## src/rtl/core/dlsr_pkg.sv

```systemverilog
package dlsr_pkg;

  // Field widths
  localparam int ACT_W     = 3;
  localparam int KIND_W    = 3;
  localparam int IDX_W     = 7;
  localparam int CRD_W     = 12;
  localparam int ROW_SEL_W = 5;
  localparam int PIX_W     = 64;
  localparam int CNT_W     = 8;
  localparam int STAT_W    = 2;

  // Working coordinate width for spans and row offsets
  localparam int WK_W      = 14;
  // Bresenham error and delta width
  localparam int LN_W      = 15;
  // Disc half-width search
  localparam int SQ_IN_W   = 22;
  localparam int SQ_OUT_W  = 11;

  // Command codes
  localparam logic [ACT_W-1:0] ACT_ADD    = 3'd0;
  localparam logic [ACT_W-1:0] ACT_MODIFY = 3'd1;
  localparam logic [ACT_W-1:0] ACT_DELETE = 3'd2;
  localparam logic [ACT_W-1:0] ACT_CLEAR  = 3'd3;
  localparam logic [ACT_W-1:0] ACT_READ   = 3'd4;

  // Shape kinds
  localparam logic [KIND_W-1:0] KIND_RECT    = 3'd0;
  localparam logic [KIND_W-1:0] KIND_FILL    = 3'd1;
  localparam logic [KIND_W-1:0] KIND_LINE    = 3'd2;
  localparam logic [KIND_W-1:0] KIND_DISC    = 3'd3;
  localparam logic [KIND_W-1:0] KIND_TRI     = 3'd4;
  localparam logic [KIND_W-1:0] KIND_DIAMOND = 3'd5;

  // Result status codes
  localparam logic [STAT_W-1:0] ST_OK   = 2'd0;
  localparam logic [STAT_W-1:0] ST_FULL = 2'd1;
  localparam logic [STAT_W-1:0] ST_BAD  = 2'd2;

  typedef struct packed {
    logic [KIND_W-1:0]       kind;
    logic signed [CRD_W-1:0] x;
    logic signed [CRD_W-1:0] y;
    logic signed [CRD_W-1:0] w;
    logic signed [CRD_W-1:0] h;
  } shape_t;

  // Controller to datapath
  typedef struct packed {
    logic latch;
    logic set_full;
    logic set_bad;
    logic list_add;
    logic list_rd_idx;
    logic mod_wr;
    logic shift_init;
    logic shift_step;
    logic total_dec;
    logic total_clr;
    logic fb_rd_sel;
    logic clear_step;
    logic shape_rd;
    logic shape_load;
    logic next_shape;
    logic row_setup;
    logic row_disc;
    logic row_wr;
    logic line_rd;
    logic line_wr;
    logic line_step;
    logic pix_cap;
    logic out_load;
  } cmd_t;

  // Datapath to controller
  typedef struct packed {
    logic [ACT_W-1:0] action;
    logic list_full;
    logic idx_bad;
    logic shift_none;
    logic shift_last;
    logic row_ok;
    logic shapes_done;
    logic kind_line;
    logic kind_rows;
    logic row_sqrt;
    logic row_last;
    logic sqrt_done;
    logic line_on;
    logic line_end;
    logic out_free;
  } stat_t;

endpackage

```

## src/rtl/core/dlsr_ctrl.sv

```systemverilog
module dlsr_ctrl (
  input  logic            clk_i,
  input  logic            rst_ni,
  input  logic            in_valid_i,
  output logic            in_ready_o,
  input  dlsr_pkg::stat_t stat_i,
  output dlsr_pkg::cmd_t  cmd_o
);

  localparam logic [3:0] S_IDLE      = 4'd0;
  localparam logic [3:0] S_DECODE    = 4'd1;
  localparam logic [3:0] S_MOD_WR    = 4'd2;
  localparam logic [3:0] S_SHIFT     = 4'd3;
  localparam logic [3:0] S_CLEAR     = 4'd4;
  localparam logic [3:0] S_NEXT      = 4'd5;
  localparam logic [3:0] S_LOAD      = 4'd6;
  localparam logic [3:0] S_GO        = 4'd7;
  localparam logic [3:0] S_ROW_START = 4'd8;
  localparam logic [3:0] S_ROW_SQRT  = 4'd9;
  localparam logic [3:0] S_ROW_WR    = 4'd10;
  localparam logic [3:0] S_LINE_PLOT = 4'd11;
  localparam logic [3:0] S_LINE_WR   = 4'd12;
  localparam logic [3:0] S_READ      = 4'd13;
  localparam logic [3:0] S_RESP      = 4'd14;

  logic [3:0] state_q;
  logic [3:0] state_d;

  assign in_ready_o = (state_q == S_IDLE);

  // Sequence one command through list update and redraw, or row read, then response
  always_comb begin
    state_d = state_q;
    cmd_o   = '0;
    case (state_q)
      S_IDLE: begin
        if (in_valid_i) begin
          cmd_o.latch = 1'b1;
          state_d     = S_DECODE;
        end
      end
      S_DECODE: begin
        state_d = S_RESP;
        case (stat_i.action)
          dlsr_pkg::ACT_ADD: begin
            if (stat_i.list_full) begin
              cmd_o.set_full = 1'b1;
            end else begin
              cmd_o.list_add = 1'b1;
              state_d        = S_CLEAR;
            end
          end
          dlsr_pkg::ACT_MODIFY: begin
            if (stat_i.idx_bad) begin
              cmd_o.set_bad = 1'b1;
            end else begin
              cmd_o.list_rd_idx = 1'b1;
              state_d           = S_MOD_WR;
            end
          end
          dlsr_pkg::ACT_DELETE: begin
            if (stat_i.idx_bad) begin
              cmd_o.set_bad = 1'b1;
            end else if (stat_i.shift_none) begin
              cmd_o.total_dec = 1'b1;
              state_d         = S_CLEAR;
            end else begin
              cmd_o.shift_init = 1'b1;
              state_d          = S_SHIFT;
            end
          end
          dlsr_pkg::ACT_CLEAR: begin
            cmd_o.total_clr = 1'b1;
            state_d         = S_CLEAR;
          end
          dlsr_pkg::ACT_READ: begin
            if (stat_i.row_ok) begin
              cmd_o.fb_rd_sel = 1'b1;
              state_d         = S_READ;
            end
          end
          default: begin
            state_d = S_RESP;
          end
        endcase
      end
      S_MOD_WR: begin
        cmd_o.mod_wr = 1'b1;
        state_d      = S_CLEAR;
      end
      S_SHIFT: begin
        cmd_o.shift_step = 1'b1;
        if (stat_i.shift_last) begin
          cmd_o.total_dec = 1'b1;
          state_d         = S_CLEAR;
        end
      end
      S_CLEAR: begin
        cmd_o.clear_step = 1'b1;
        if (stat_i.row_last) begin
          state_d = S_NEXT;
        end
      end
      S_NEXT: begin
        if (stat_i.shapes_done) begin
          state_d = S_RESP;
        end else begin
          cmd_o.shape_rd = 1'b1;
          state_d        = S_LOAD;
        end
      end
      S_LOAD: begin
        cmd_o.shape_load = 1'b1;
        state_d          = S_GO;
      end
      S_GO: begin
        if (stat_i.kind_line) begin
          state_d = S_LINE_PLOT;
        end else if (stat_i.kind_rows) begin
          state_d = S_ROW_START;
        end else begin
          cmd_o.next_shape = 1'b1;
          state_d          = S_NEXT;
        end
      end
      S_ROW_START: begin
        cmd_o.row_setup = 1'b1;
        state_d         = stat_i.row_sqrt ? S_ROW_SQRT : S_ROW_WR;
      end
      S_ROW_SQRT: begin
        if (stat_i.sqrt_done) begin
          cmd_o.row_disc = 1'b1;
          state_d        = S_ROW_WR;
        end
      end
      S_ROW_WR: begin
        cmd_o.row_wr = 1'b1;
        if (stat_i.row_last) begin
          cmd_o.next_shape = 1'b1;
          state_d          = S_NEXT;
        end else begin
          state_d = S_ROW_START;
        end
      end
      S_LINE_PLOT: begin
        if (stat_i.line_on) begin
          cmd_o.line_rd = 1'b1;
          state_d       = S_LINE_WR;
        end else if (stat_i.line_end) begin
          cmd_o.next_shape = 1'b1;
          state_d          = S_NEXT;
        end else begin
          cmd_o.line_step = 1'b1;
        end
      end
      S_LINE_WR: begin
        cmd_o.line_wr = 1'b1;
        if (stat_i.line_end) begin
          cmd_o.next_shape = 1'b1;
          state_d          = S_NEXT;
        end else begin
          cmd_o.line_step = 1'b1;
          state_d         = S_LINE_PLOT;
        end
      end
      S_READ: begin
        cmd_o.pix_cap = 1'b1;
        state_d       = S_RESP;
      end
      S_RESP: begin
        if (stat_i.out_free) begin
          cmd_o.out_load = 1'b1;
          state_d        = S_IDLE;
        end
      end
      default: begin
        state_d = S_IDLE;
      end
    endcase
  end

  always_ff @(posedge clk_i or negedge rst_ni) begin
    if (!rst_ni) begin
      state_q <= S_IDLE;
    end else begin
      state_q <= state_d;
    end
  end

endmodule

```

## config.mk

```make
export PLATFORM = sky130hd
export DESIGN_NAME = dlsr_ctrl
export DESIGN_NICKNAME = d
export VERILOG_FILES = /design/src/rtl/core/dlsr_pkg.sv /design/src/rtl/core/dlsr_ctrl.sv
export SDC_FILE = /design/constraint.sdc
export NUM_CORES = 1
export LEC_CHECK = 0
export BUFFER_PORTS_ARGS = -buffer_cell sky130_fd_sc_hd__buf_2
export CAP_MARGIN = 40
export CELL_PAD_IN_SITES_DETAIL_PLACEMENT = 0
export CELL_PAD_IN_SITES_GLOBAL_PLACEMENT = 2
export CORE_MARGIN = 2
export CORE_UTILIZATION = 23
export DETAILED_ROUTE_END_ITERATION = 10
export HOLD_SLACK_MARGIN = 0.06
export PLACE_DENSITY = 0.92
export SKIP_LAST_GASP = 1
export SLEW_MARGIN = 20
export SYNTH_ARGS = -nofsm -noshare
export SYNTH_HDL_FRONTEND = slang
export SYNTH_SLANG_ARGS = --single-unit
```

## constraint.sdc

```tcl
create_clock -name clk_i -period 3.3 [get_ports clk_i]
set_input_delay 0.165 -clock clk_i [delete_from_list [all_inputs] [get_ports clk_i]]
set_output_delay 0.165 -clock clk_i [all_outputs]
set_load 0.02 [all_outputs]
```

# Word-level counts from Yosys, hierarchy flattened
# Cells that the tools add are included.
[totals]
elab_cells = 98
out_inout_bits = 24
register_bits = 4
inputBits = 20
[classes]
n_eq_ne = 24
n_mux = 69
n_reduce_logical = 4
[ops]
columns = ["cell", "count"]
rows = [
  ["$mux 4", 16],
  ["$pmux 4 s15", 1],
  ["$mux 1", 44],
  ["$eq 4x4->1 const B", 7],
  ["$pmux 4 s5", 1],
  ["$eq 4x3->1 const B", 4],
  ["$ne 2x2->1 const B", 5],
  ["$eq 4x2->1 const B", 2],
  ["$eq 3x2->1 const B", 2],
  ["$mux 2", 3],
  ["$reduce_and 6->1", 1],
  ["$eq 4x1->1 const B", 1],
  ["$logic_not 4->1", 1],
  ["$pmux 1 s2", 2],
  ["$pmux 1 s4", 1],
  ["$eq 3x1->1 const B", 1],
  ["$eq 3x3->1 const B", 1],
  ["$logic_not 3->1", 1],
  ["$mux 3", 1],
  ["$ne 3x3->1 const B", 1],
  ["$reduce_or 2->1", 1],
]

# Logic depth before layout (Yosys ltp)
[depth]
word_depth = 4
mapped_depth = 7
mapped_depth_nobuf = 5

# Worst setup path after synthesis
# No wires, ideal clock.
[synth_path]
path_type = "reg-to-output"
startpoint = "register state_q[1]"
endpoint = "output port cmd_o[21] (netlist bit)"
required_time_ns = 3.135
path_stages_with_launch = 6
slack_ns = 1.291
t_arrival_ns = 1.844
n_path_buf = 1
cell_sequence = "dfrtp_1 buf_2 nand2b_1 nand2b_1 nand2b_1 nor4b_1"
[synth_rtl]
columns = ["item", "line_no", "rtl"]
rows = [
  ["from (decl)", "dlsr_ctrl.sv:26", "logic [3:0] state_q;"],
  ["from (signal assigned)", "dlsr_ctrl.sv:186", "state_q <= state_d;"],
  ["to (decl)", "dlsr_ctrl.sv:7", "output dlsr_pkg::cmd_t cmd_o"],
]

==> summary.md <==
| Metric | Value |
|---|---|
| Result of the run | finished clean |
| CTS Root Cell | sky130_fd_sc_hd__clkbuf_4 |
| CTS tree | done |
| Number of DRC violations after detailed-routing iteration 0 | 34 |
| Aggregate global routing overflow | 0 |
| WP data required | 3.13 ns |
| Pin count of the biggest net entering global routing | 20 |
| Worst hold margin | about 0.26 ns |
| Max-capacitance violation count | 0 |
| Count of distinct cell types in the synthesized netlist | 45 |
| Average size of a mapped cell | around 6.6 µm² |
| Placer congestion estimate | around 0.84 |
| Detail-routed via count per cell | between 4 and 5 |
| Total inserted antenna cells | 0 |
| # DRC | 0 |
| Worst-Skew Late Latency | around 0.24 ns |
| Number of buffers created by CTS | 3 |
| Crit share post-route | between 60 and 70% |
| Critical Path Max Stage Delay | ~0.57 ns |
| Crit path launch type | register |
| Routed Wire Length | ~2500 µm |
| Number of synthesized register bits | 4 |
| H-Tree Depth | 1 |
| CP Launch Point | state_q[1] |
| Crit. End Element | primary output |
| Std cell rows | 21 |
| CTS Sinks | 4 |
| Die boundary width | 62.7 µm |
| Via Count | approximately 1,000 |
| Top library cells by usage in the layout, fill and taps aside | 43 x sky130_fd_sc_hd__buf_2, 20 x sky130_fd_sc_hd__nor2_1, 11 x sky130_fd_sc_hd__nor3_1 |
| Routed WL per cell | 12.3 µm |
| GRT Total Usage | between 10% and 20% |
| Antenna violations before repair | 0 |
| Port Buf Inserts | between 40 and 50 |
| HPWL after detailed placement | 1940 µm |
| Share of async-settable or async-resettable flops after synthesis | 100% |
| Vertical extent of the die | between 60 and 70 µm |
| Accumulated negative setup slack | 0 ns |
| Gate Count Post-Synth | between 100 and 150 |
| Most numerous cell on the critical path | sky130_fd_sc_hd__nand2b_1 |
| Flip-flop count of the largest register after layout | 4 |
| Cell area after synthesis | between 700 and 800 µm² |
| Number of synthesized flops with an enable pin | 0 |
| Unrepaired setup endpoints after global routing | no |
| Final std cells w/o fill | ~200 |
| R2r endpoint | state_q[1] |
| Final-stage net count | around 180 |
| Part of the Yosys area used for sequential elements | roughly an eighth |
| Die Area | approximately 4000 µm² |
| Remaining number of nets flagged by the antenna check after routing | 0 |
| Hold/Removal Path Class | primary input to asynchronous set/reset pin |
| Maximum clock insertion buffer count | 2 |
| Registers with the most flip-flops | state_q (4) |
| IO Pins | 44 |
| Cell type contributing the most total cell area after synthesis | sky130_fd_sc_hd__dfrtp_1 |
| WP data arrival | approximately 2.1 ns |
| Proportion of layout cells with a drive suffix above 1 | 35.0% |
| Max-slew violation count | 0 |
| Synth-to-Final Area Change | 31.5% |
| Dpl cells | roughly 200 |
| Synth warn | 0 |
| Number of detailed-routing iterations run before antenna repair | 4 |
| Worst Clk Skew | 0.000842 ns |
| Power density cells | ~740 nW/µm² |
| Crit-path cells | nand2b_1 > nand2b_1 > nand2b_1 > nor4b_1 > buf_2 |
| R2R Path Start | state_q[1] |
| Area of the core region | 3340 µm² |
| First-pass GRT wire length | between 4000 and 5000 µm |
| Post-synthesis net count | 140 |
| Largest cells by area after synthesis | sky130_fd_sc_hd__dfrtp_1 13%, sky130_fd_sc_hd__nor2_1 9.5%, sky130_fd_sc_hd__nor3_1 6.9% |
| Via count of the first global-routing pass | ~930 |
| Initial standard-cell utilization of the core | 23.8% |
| P_leak | ~0.55 nW |
| Number of hold violations in the final report | 0 |
| CP max-delay cell | sky130_fd_sc_hd__dfrtp_1 |
| Category of the critical setup timing path | register to primary output |
| Clock slew seen by the registers of the worst setup and hold paths | ~0.040 ns |
| Slew headroom | around 64% |
| # setup viols final | 0 |
| Final Critical Period | between 2 and 2.5 ns |
| Worst reg2reg path depth | 5 |
| Peak Freq | ~450 MHz |
| Flip-flop cell with the highest count after synthesis | sky130_fd_sc_hd__dfrtp_1 |
| Worst R2R Setup Slack | 1.26 ns |
| Yosys top cell area share | between 10% and 20% |
| IR drop worst, VDD | between 0.15 and 0.2 mV |
| Critical-path maximum fanout | 19 |
| Tightest Pin Transition | 0.542 ns |
| Register bank with the most flops | state_q |
| Leading cell type in the layout, fill and taps excluded | sky130_fd_sc_hd__buf_2 |
synthesized netlist by cell type (2+ instances only):
master / n
sky130_fd_sc_hd__nor3_1: 11
sky130_fd_sc_hd__a22o_1: 2
sky130_fd_sc_hd__or3_1: 2
sky130_fd_sc_hd__nand2b_1: 6
sky130_fd_sc_hd__a21oi_1: 4
sky130_fd_sc_hd__nor2b_1: 3
sky130_fd_sc_hd__nor2_1: 20
sky130_fd_sc_hd__or2_2: 2
sky130_fd_sc_hd__clkbuf_1: 6
sky130_fd_sc_hd__nand2_1: 5
sky130_fd_sc_hd__dfrtp_1: 4
sky130_fd_sc_hd__buf_2: 2
sky130_fd_sc_hd__buf_6: 2
sky130_fd_sc_hd__a211oi_1: 3
sky130_fd_sc_hd__mux2i_1: 2
sky130_fd_sc_hd__inv_1: 7
sky130_fd_sc_hd__o21ai_0: 6
sky130_fd_sc_hd__a21o_1: 2
sky130_fd_sc_hd__and3_1: 4
sky130_fd_sc_hd__o22ai_1: 2
what timing repair did:
item,4_1_cts,5_1_grt
setup endpoints to repair,0,0
hold buffers,1,0
buffers inserted,0,0
hold endpoints to repair,4,0
resized for setup,0,0
metal layers:
| metal | up-vias | routed length (µm) | track usage (%) |
|---|---|---|---|
| met5 | - | 0 | 0 |
| met1 | 443 | 1190 | 17.2 |
| met4 | 0 | 25 | 4.17 |
| li1 | 513 | - | - |
| met3 | 3 | 181 | 2.34 |
| met2 | 49 | 1110 | 20.4 |
kinds of logic after synthesis:
kind of cell / share of synthesized area (%)
buf+inv: 10.3
compound gates: 29.7
mux: 4.42
simple gates: 42.0
flops: 12.6
xor+xnor: 1.10
per-stage QoR:
| stage | instance area (µm²) | setup slack (ns) | utilization [%] | power, mW |
|---|---|---|---|---|
| 3_5_place_dp | 1010 | 1.27 | 30.3 | 0.712 |
| 2_1_floorplan | 793 | 1.29 | - | 0.605 |
| 4_1_cts | 1040 | 1.03 | 31.3 | 0.778 |
| 6_report | 1040 | 1.06 | 31.3 | 0.776 |
| 5_1_grt | 1040 | 0.924 | 31.3 | 0.852 |
| 3_3_place_gp | 1010 | 1.34 | 30.3 | 0.706 |
worst max-delay path by stage:
stage / endpoint / cells after the start
final: cmd_o[21] / 5
after global routing: cmd_o[21] / 5
after CTS: cmd_o[21] / 5
after detailed placement: state_q[1] / 5
after global placement: state_q[1] / 5
after floorplan: cmd_o[21] / 5
cell type report:
cell class              count  area, µm²
well taps                  46       57.6
inverters                   7       26.3
multi-input cells          99        612
repair buffers             44        225
clock buffers               3       22.5
fillers                   373       2290
flip-flops and latches      4        100
critical path, delay by kind of cell, from the launching register on:
family / cells / cell delay [ns]
buffers and inverters: 1 / 0.21
DFF: 1 / 0.57
and+or+nand+nor: 4 / 1.06
power by group:
group,total [mW],switching (mW),internal (mW)
Combinational,0.541,0.308,0.233
Sequential,0.173,0.0968,0.0757
Clock,0.0619,0.0211,0.0407
Total,0.776,0.426,0.350
No activity file was read; power rests on OpenSTA's default activity.
